$ cat src/hw/rtl/qcaw_pkg.sv
// types and constants shared by the cluster address walker
package qcaw_pkg;

  localparam int unsigned BLOCK_W   = 40;
  localparam int unsigned COUNT_W   = 16;
  localparam int unsigned WORD_W    = 64;
  localparam int unsigned ADDR_W    = 63;
  localparam int unsigned SHIFT_W   = 5;
  localparam int unsigned BSIZE_W   = 17;
  localparam int unsigned OFF_W     = BLOCK_W + 1 + BSIZE_W;
  localparam int unsigned CFG_IDX_W = 3;

  localparam logic [CFG_IDX_W-1:0] REG_CLUSTER_BITS  = 3'd0;
  localparam logic [CFG_IDX_W-1:0] REG_L2_BITS       = 3'd1;
  localparam logic [CFG_IDX_W-1:0] REG_L1_TABLE_BASE = 3'd2;
  localparam logic [CFG_IDX_W-1:0] REG_BLOCK_SIZE    = 3'd3;
  localparam logic [CFG_IDX_W-1:0] REG_DEVICE_BLOCKS = 3'd4;

  localparam logic [SHIFT_W-1:0] CLUSTER_BITS_RST = 5'd12;
  localparam logic [SHIFT_W-1:0] L2_BITS_RST      = 5'd9;
  localparam logic [BSIZE_W-1:0] BLOCK_SIZE_RST   = 17'd512;

  typedef enum logic {
    OP_TRANSLATE = 1'b0,
    OP_TABLE_WORD = 1'b1
  } opcode_t;

  typedef enum logic [1:0] {
    KIND_READ    = 2'd0,
    KIND_OFFSET  = 2'd1,
    KIND_UNALLOC = 2'd2,
    KIND_ERROR   = 2'd3
  } kind_t;

  typedef enum logic [1:0] {
    ERR_NONE       = 2'd0,
    ERR_RANGE      = 2'd1,
    ERR_COMPRESSED = 2'd2,
    ERR_BUSY       = 2'd3
  } err_t;

  typedef struct packed {
    opcode_t             opcode;
    logic [BLOCK_W-1:0]  first_block;
    logic [COUNT_W-1:0]  block_count;
    logic [WORD_W-1:0]   table_word;
  } in_item_t;

  typedef struct packed {
    kind_t               kind;
    logic [ADDR_W-1:0]   address;
    logic [COUNT_W-1:0]  block_index;
    err_t                error_code;
    logic                last;
  } out_item_t;

  typedef enum logic [2:0] {
    ST_ACCEPT = 3'b001,
    ST_MUL    = 3'b010,
    ST_L1     = 3'b100
  } state_t;

  typedef enum logic [2:0] {
    PH_IDLE    = 3'b001,
    PH_WAIT_L1 = 3'b010,
    PH_WAIT_L2 = 3'b100
  } phase_t;

endpackage

$ cat src/hw/rtl/qcow_cluster_address_walker_unit.sv
// qcow cluster address walker: request checking, two-level table walk, offset report
// a translate request gives its first L1 read request after the steps accept, offset
// multiply and L1 address add; a table word gives its result in the next cycle, and
// the next block's L1 read request follows after the offset multiply and L1 address add
// input is stalled in the offset multiply and L1 address add states and while the output is held; one shared adder
// synchronous active-low reset: idle, run state cleared, registers at their defaults
module qcow_cluster_address_walker_unit (
  input  logic                                clk,
  input  logic                                rst_n,
  input  logic                                in_valid,
  output logic                                in_stall,
  input  qcaw_pkg::in_item_t                  in_data,
  output logic                                out_valid,
  input  logic                                out_stall,
  output qcaw_pkg::out_item_t                 out_data,
  input  logic                                cfg_we,
  input  logic [qcaw_pkg::CFG_IDX_W-1:0]      cfg_index,
  input  logic [qcaw_pkg::ADDR_W-1:0]         cfg_wdata
);

  qcaw_pkg::state_t                   state_r, state_nxt;
  qcaw_pkg::phase_t                   phase_r, phase_nxt;
  logic [qcaw_pkg::BLOCK_W-1:0]       start_r, start_nxt;
  logic [qcaw_pkg::COUNT_W-1:0]       len_r, len_nxt;
  logic [qcaw_pkg::COUNT_W-1:0]       pos_r, pos_nxt;
  logic [qcaw_pkg::OFF_W-1:0]         off_r, off_nxt;
  logic                               out_valid_r, out_valid_nxt;
  qcaw_pkg::out_item_t                out_data_r, out_data_nxt;

  logic [qcaw_pkg::SHIFT_W-1:0]       cb_r;
  logic [qcaw_pkg::SHIFT_W-1:0]       lb_r;
  logic [qcaw_pkg::ADDR_W-1:0]        base_r;
  logic [qcaw_pkg::BSIZE_W-1:0]       bs_r;
  logic [qcaw_pkg::BLOCK_W-1:0]       devb_r;

  logic                               out_free;
  logic                               in_acc;
  logic [qcaw_pkg::SHIFT_W:0]         shamt;
  logic [qcaw_pkg::OFF_W-1:0]         shifted;
  logic [qcaw_pkg::OFF_W-1:0]         l2_mask;
  logic [qcaw_pkg::OFF_W-1:0]         c_mask;
  logic [qcaw_pkg::ADDR_W-1:0]        add_a;
  logic [qcaw_pkg::ADDR_W-1:0]        add_b;
  logic [qcaw_pkg::ADDR_W-1:0]        add_sum;
  logic [qcaw_pkg::BLOCK_W:0]         req_end;
  logic [qcaw_pkg::BLOCK_W:0]         blk_sum;
  logic [qcaw_pkg::COUNT_W-1:0]       pos_inc;
  logic                               word_zero;

  assign out_free  = !out_valid_r || !out_stall;
  assign in_stall  = !((state_r == qcaw_pkg::ST_ACCEPT) && out_free);
  assign in_acc    = in_valid && !in_stall;
  assign out_valid = out_valid_r;
  assign out_data  = out_data_r;

  // shared shifter: cluster+l2 bits for the L1 index, cluster bits for the L2 index
  always_comb begin
    if (state_r == qcaw_pkg::ST_L1) begin
      shamt = {1'b0, cb_r} + {1'b0, lb_r};
    end else begin
      shamt = {1'b0, cb_r};
    end
  end

  assign shifted = off_r >> shamt;
  assign l2_mask = ~({qcaw_pkg::OFF_W{1'b1}} << lb_r);
  assign c_mask  = ~({qcaw_pkg::OFF_W{1'b1}} << cb_r);

  // shared adder
  always_comb begin
    if (state_r == qcaw_pkg::ST_L1) begin
      add_a = base_r;
      add_b = {2'b00, shifted, 3'b000};
    end else begin
      add_a = in_data.table_word[qcaw_pkg::ADDR_W-1:0];
      if (phase_r == qcaw_pkg::PH_WAIT_L1) begin
        add_b = {2'b00, shifted & l2_mask, 3'b000};
      end else begin
        add_b = {5'b00000, off_r & c_mask};
      end
    end
  end

  assign add_sum   = add_a + add_b;
  assign req_end   = {1'b0, in_data.first_block} +
                     {{(qcaw_pkg::BLOCK_W+1-qcaw_pkg::COUNT_W){1'b0}}, in_data.block_count};
  assign blk_sum   = {1'b0, start_r} +
                     {{(qcaw_pkg::BLOCK_W+1-qcaw_pkg::COUNT_W){1'b0}}, pos_r};
  assign pos_inc   = pos_r + 16'd1;
  assign word_zero = (in_data.table_word == '0);

  always_comb begin
    state_nxt     = state_r;
    phase_nxt     = phase_r;
    start_nxt     = start_r;
    len_nxt       = len_r;
    pos_nxt       = pos_r;
    off_nxt       = off_r;
    out_valid_nxt = out_valid_r && out_stall;
    out_data_nxt  = out_data_r;

    case (state_r)
      qcaw_pkg::ST_ACCEPT: begin
        if (in_acc) begin
          out_data_nxt.address     = '0;
          out_data_nxt.block_index = '0;
          out_data_nxt.error_code  = qcaw_pkg::ERR_NONE;
          out_data_nxt.last        = 1'b1;
          out_data_nxt.kind        = qcaw_pkg::KIND_ERROR;
          if (in_data.opcode == qcaw_pkg::OP_TRANSLATE) begin
            if (phase_r != qcaw_pkg::PH_IDLE) begin
              out_data_nxt.error_code = qcaw_pkg::ERR_BUSY;
              out_valid_nxt           = 1'b1;
            end else if (req_end > {1'b0, devb_r}) begin
              out_data_nxt.error_code = qcaw_pkg::ERR_RANGE;
              out_valid_nxt           = 1'b1;
            end else if (in_data.block_count != '0) begin
              start_nxt = in_data.first_block;
              len_nxt   = in_data.block_count;
              pos_nxt   = '0;
              state_nxt = qcaw_pkg::ST_MUL;
            end
          end else if (phase_r != qcaw_pkg::PH_IDLE) begin
            out_valid_nxt            = 1'b1;
            out_data_nxt.block_index = pos_r;
            if (in_data.table_word[qcaw_pkg::WORD_W-1]) begin
              out_data_nxt.error_code = qcaw_pkg::ERR_COMPRESSED;
              phase_nxt               = qcaw_pkg::PH_IDLE;
            end else if (word_zero || (phase_r == qcaw_pkg::PH_WAIT_L2)) begin
              // block done
              if (word_zero) begin
                out_data_nxt.kind = qcaw_pkg::KIND_UNALLOC;
              end else begin
                out_data_nxt.kind    = qcaw_pkg::KIND_OFFSET;
                out_data_nxt.address = add_sum;
              end
              pos_nxt = pos_inc;
              if (pos_inc >= len_r) begin
                phase_nxt = qcaw_pkg::PH_IDLE;
              end else begin
                out_data_nxt.last = 1'b0;
                state_nxt         = qcaw_pkg::ST_MUL;
              end
            end else begin
              out_data_nxt.kind    = qcaw_pkg::KIND_READ;
              out_data_nxt.address = add_sum;
              out_data_nxt.last    = 1'b0;
              phase_nxt            = qcaw_pkg::PH_WAIT_L2;
            end
          end
        end
      end
      qcaw_pkg::ST_MUL: begin
        off_nxt   = {{(qcaw_pkg::OFF_W-qcaw_pkg::BLOCK_W-1){1'b0}}, blk_sum} *
                    {{(qcaw_pkg::OFF_W-qcaw_pkg::BSIZE_W){1'b0}}, bs_r};
        state_nxt = qcaw_pkg::ST_L1;
      end
      qcaw_pkg::ST_L1: begin
        if (out_free) begin
          out_valid_nxt            = 1'b1;
          out_data_nxt.kind        = qcaw_pkg::KIND_READ;
          out_data_nxt.address     = add_sum;
          out_data_nxt.block_index = pos_r;
          out_data_nxt.error_code  = qcaw_pkg::ERR_NONE;
          out_data_nxt.last        = 1'b0;
          phase_nxt                = qcaw_pkg::PH_WAIT_L1;
          state_nxt                = qcaw_pkg::ST_ACCEPT;
        end
      end
      default: begin
        state_nxt = qcaw_pkg::ST_ACCEPT;
      end
    endcase
  end

  always_ff @(posedge clk) begin
    if (!rst_n) begin
      state_r     <= qcaw_pkg::ST_ACCEPT;
      phase_r     <= qcaw_pkg::PH_IDLE;
      start_r     <= '0;
      len_r       <= '0;
      pos_r       <= '0;
      off_r       <= '0;
      out_valid_r <= 1'b0;
    end else begin
      state_r     <= state_nxt;
      phase_r     <= phase_nxt;
      start_r     <= start_nxt;
      len_r       <= len_nxt;
      pos_r       <= pos_nxt;
      off_r       <= off_nxt;
      out_valid_r <= out_valid_nxt;
    end
  end

  always_ff @(posedge clk) begin
    out_data_r <= out_data_nxt;
  end

  // configuration registers
  always_ff @(posedge clk) begin
    if (!rst_n) begin
      cb_r   <= qcaw_pkg::CLUSTER_BITS_RST;
      lb_r   <= qcaw_pkg::L2_BITS_RST;
      base_r <= '0;
      bs_r   <= qcaw_pkg::BLOCK_SIZE_RST;
      devb_r <= '0;
    end else if (cfg_we) begin
      case (cfg_index)
        qcaw_pkg::REG_CLUSTER_BITS:  cb_r   <= cfg_wdata[qcaw_pkg::SHIFT_W-1:0];
        qcaw_pkg::REG_L2_BITS:       lb_r   <= cfg_wdata[qcaw_pkg::SHIFT_W-1:0];
        qcaw_pkg::REG_L1_TABLE_BASE: base_r <= cfg_wdata;
        qcaw_pkg::REG_BLOCK_SIZE:    bs_r   <= cfg_wdata[qcaw_pkg::BSIZE_W-1:0];
        qcaw_pkg::REG_DEVICE_BLOCKS: devb_r <= cfg_wdata[qcaw_pkg::BLOCK_W-1:0];
        default: begin
        end
      endcase
    end
  end

endmodule
$ cat config.mk
export PLATFORM = sky130hd
export DESIGN_NAME = qcow_cluster_address_walker_unit
export DESIGN_NICKNAME = d
export VERILOG_FILES = /design/src/hw/rtl/qcaw_pkg.sv /design/src/hw/rtl/qcow_cluster_address_walker_unit.sv
export SDC_FILE = /design/constraint.sdc
export NUM_CORES = 2
export LEC_CHECK = 0
export ABC_CLOCK_PERIOD_IN_PS = 12050
export BUFFER_PORTS_ARGS = -buffer_cell sky130_fd_sc_hd__buf_2
export CAP_MARGIN = 20
export CELL_PAD_IN_SITES_DETAIL_PLACEMENT = 1
export CELL_PAD_IN_SITES_GLOBAL_PLACEMENT = 2
export CORE_MARGIN = 3
export CORE_UTILIZATION = 39
export CTS_BUF_LIST = sky130_fd_sc_hd__clkbuf_4 sky130_fd_sc_hd__clkbuf_8 sky130_fd_sc_hd__clkbuf_16
export DETAILED_ROUTE_END_ITERATION = 8
export GPL_ROUTABILITY_DRIVEN = 0
export PLACE_DENSITY = 0.87
export SYNTH_ARGS = -nofsm -noshare
export SYNTH_HDL_FRONTEND = slang
export SYNTH_SLANG_ARGS = --single-unit
$ cat constraint.sdc
create_clock -name clk -period 12.05 [get_ports clk]
set_input_delay 0.6025 -clock clk [delete_from_list [all_inputs] [get_ports clk]]
set_output_delay 0.6025 -clock clk [all_outputs]
set_load 0.01 [all_outputs]
==> impl_metrics.csv <==
group,metric,value,unit
outcome,outcome,"finished, final reports clean",
drt,viasPerCell,5.680,
clock_network,numCtsBuffers,41,
critical_path,cp.required,12.54,ns
floorplan,die_area,132000,sq um
sta,slew_viol_final,0,
placement,dp_slack,1.611,ns
critical_path,endpoint_kind,"flip-flop",
critical_path,cp_top_family,"adder cells",
synth,synth_top_area_frac,0.2364,
sta,finalClockSkew,0.04921,ns
global_routing,grt_pass1_vias,46940,
min_path,hold_class,"in2reg",
global_routing,met3_usage,0.03340,
sta,slew_headroom,0.2460,
floorplan,rows,130,
critical_path,cp_num_cells,33,
drt,routedWlPerCell,24.35,um
sta,tightest_slew,1.119,ns
sta,period_minus_slack,10.66,ns
synth,yosysUniqueCellTypes,94,
flow_run,cap_violations,0,
floorplan,initial_utilization,0.3944,
clock_network,path_clk_slew,0.06,ns
critical_path,r2r_cells,33,
drt,antenna_left,0,
critical_path,crit_path_frequent_cell,"fa_1",
synth,ys.flop_type,"dfxtp_1",
synth,synth_edf_count,84,
floorplan,core_area,126200,sq um
global_routing,grt_max_degree,88,
synth,syn_nets,7228,
synth,ys_seq_area_frac,0.1580,
sta,period_share,0.8850,
power_and_ir_drop,power_density,73.00,nW/um^2
final_layout,nNetsFinal,7274,
synth,synthArstFlopShare,0,
drt,drt_first_pass_iters,6,
global_routing,grt-busiest-layer,"met2",
sta,setup_violations,0,
critical_path,crit_path_start_kind,"flip-flop",
critical_path,path_class,"reg2reg",
clock_network,cts_hold_buf,0,
synth,syn_inst,6161,
clock_network,cts_tree,"done",
clock_network,cts_root_buf,"clkbuf_16",
floorplan,die_h,363.3,um
power_and_ir_drop,leakage,24.27,nW
min_path,whs_path_depth,3,
min_path,worstHoldStart,"cfg_wdata[46]",
power_and_ir_drop,p_total,3.945,mW
global_routing,grt_util_met2,0.4732,
global_routing,globalRouteOverflowTotal,0,
clock_network,clock-sinks,351,
global_routing,antenna_found_initial,10,
global_routing,use_met1,0.3748,
floorplan,die_w,363.3,um
synth,yosys.area.top_type,"fa_1",
synth,synth_most_common_cell,"nand2_1",
sta,rsz0062_at_grt,"false",
drt,post-route-drc-count,0,
critical_path,cp.arrival,11.15,ns
final_layout,drive_gt1_frac,0.1085,
floorplan,ioPinCount,278,
critical_path,timing.rr.start,"pos_r[0]",
critical_path,cp_slowest_cell,"a21oi_2",
global_routing,grt_pass1_wl,289.6,mm
placement,dp_hpwl,147.7,mm
global_routing,grt_usage,0.2856,
final_layout,area_growth,8.548,%
clock_network,post-cts-setup-buffer-count,0,
synth,yosys_register_bits,351,
synth,avgSynthCellArea,8.081,sq um
critical_path,crit_fanout,14,
clock_network,worst_skew_pair.late_latency,0.61,ns
sta,tns,0,ns
critical_path,cp-startpoint,"pos_r[0]",
sta,fmaxAchievable,0.09377,GHz
critical_path,slowest_delay,0.98,ns
synth,synth_area,49780,sq um
clock_network,cts_resized,0,
drt,wirelength,192.3,mm
clock_network,cts_buffer_depth,3,
sta,whs,0.2422,ns
sta,hold_violations,0,
synth,yosysWarnings,0,
power_and_ir_drop,peakVddDrop,0.08660,mV
drt,num_vias,44852,
placement,port_buffers,277,
synth,yosys-top-cells-count,"nand2_1 (1,207), inv_1 (769), fa_1 (588)",
drt,drtIter0Drc,3453,
synth,synth_area_leaders,"fa_1 (24%), dfxtp_1 (11%), nand2_1 (9.1%)",
sta,finalWorstSetupSlack,1.386,ns
clock_network,h-tree-depth,2,
critical_path,cp_num_buf_inv,6,
-- worst reg2reg max path: cells and delay by family, from the launching register on --
kind / cells / cell delay [ns]
flops: 1 / 0.45
simple gates: 6 / 1.64
mux: 1 / 0.21
fa+ha+maj: 9 / 3.97
compound gates: 11 / 3.68
buf+inv: 6 / 0.60
-- placed cells by master, fill, tap and decap left out, types with 16 or more instances in the layout --
cell       count
xor2_1        64
nor2_1       303
nor4_1        27
a31oi_1       37
nor3_1        43
dfxtp_1      251
and3_1        64
clkbuf_16     42
buf_4         95
edfxtp_1      84
o21a_1        43
nand3_1      108
ha_1         287
mux2i_1      268
o22ai_1       18
nand2_1     1207
mux2_2       142
a21oi_1      356
and2_1       178
buf_2        277
o21bai_1      19
o21ai_0      141
nand4_1       46
nand2b_1     173
inv_1        769
dfxtp_2       16
xnor2_1       97
a21o_1       112
a211oi_1      22
nor2b_1       52
o211ai_1      35
fa_1         588
-- state kept, by name, indices dropped and copies added, names as in the netlist, 5 cells and up --
register,cells
base_r,63
bs_r,17
cb_r,5
devb_r,40
lb_r,5
len_r,16
off_r,58
out_data,84
pos_r,16
start_r,40
-- final cells by class --
class                      instances  area [sq um]
antenna                            7         17.52
clock buffer                      56          1194
clock inverter                    20         200.2
fill                           15353         72180
inverter                         771          2899
multi-input combinational       4670         37680
sequential                       351          7888
tap                             1650          2064
timing repair buffer             372          2100
-- per-stage QoR --
stage                     instances  utilization  area, sq um
final                          7897       0.4281        54040
after global routing           7895       0.4281        54030
after CTS                      7889       0.4279        54010
after detailed placement       7813       0.4169        52620
after global placement         7813       0.4169        52620
after floorplan                6161            -        49780
-- report_power, final --
group | leakage, nW | internal (mW) | switching [mW]
clock | 0.689 | 0.748 | 0.570
sequential | 2.99 | 1.36 | 0.0697
combinational | 20.6 | 0.388 | 0.814
total | 24.3 | 2.49 | 1.45
-- final timing paths --
kind                                    to  slack, ns
worst min register to register   devb_r[4]       0.46
worst max register to register   off_r[47]       1.39
worst max-delay path             off_r[47]       1.39
worst min-delay path            base_r[46]       0.24
-- logic make-up (layout without fill, tap and decap cells) --
kind of cell / after synthesis / after routing / share of synthesized area
adder cells (fa/ha/maj): 875 / 875 / 0.3086
buffers and inverters: 1140 / 1219 / 0.08811
multiplexers: 416 / 416 / 0.08756
flip-flops: 351 / 351 / 0.1580
AND/OR/NAND/NOR: 2273 / 2273 / 0.2081
other: 0 / 7 / 0
AO/OA/AOI/OAI: 942 / 942 / 0.1207
XOR/XNOR: 164 / 164 / 0.02885
-- routing by layer --
| layer | routed length (um) | share of wire |
|---|---|---|
| met1 | 81860 | 0.43 |
| met2 | 90030 | 0.47 |
| met3 | 10470 | 0.054 |
| met4 | 9874 | 0.051 |
| met5 | 13 | 0.000068 |
Power figures use the tool's default switching activity.
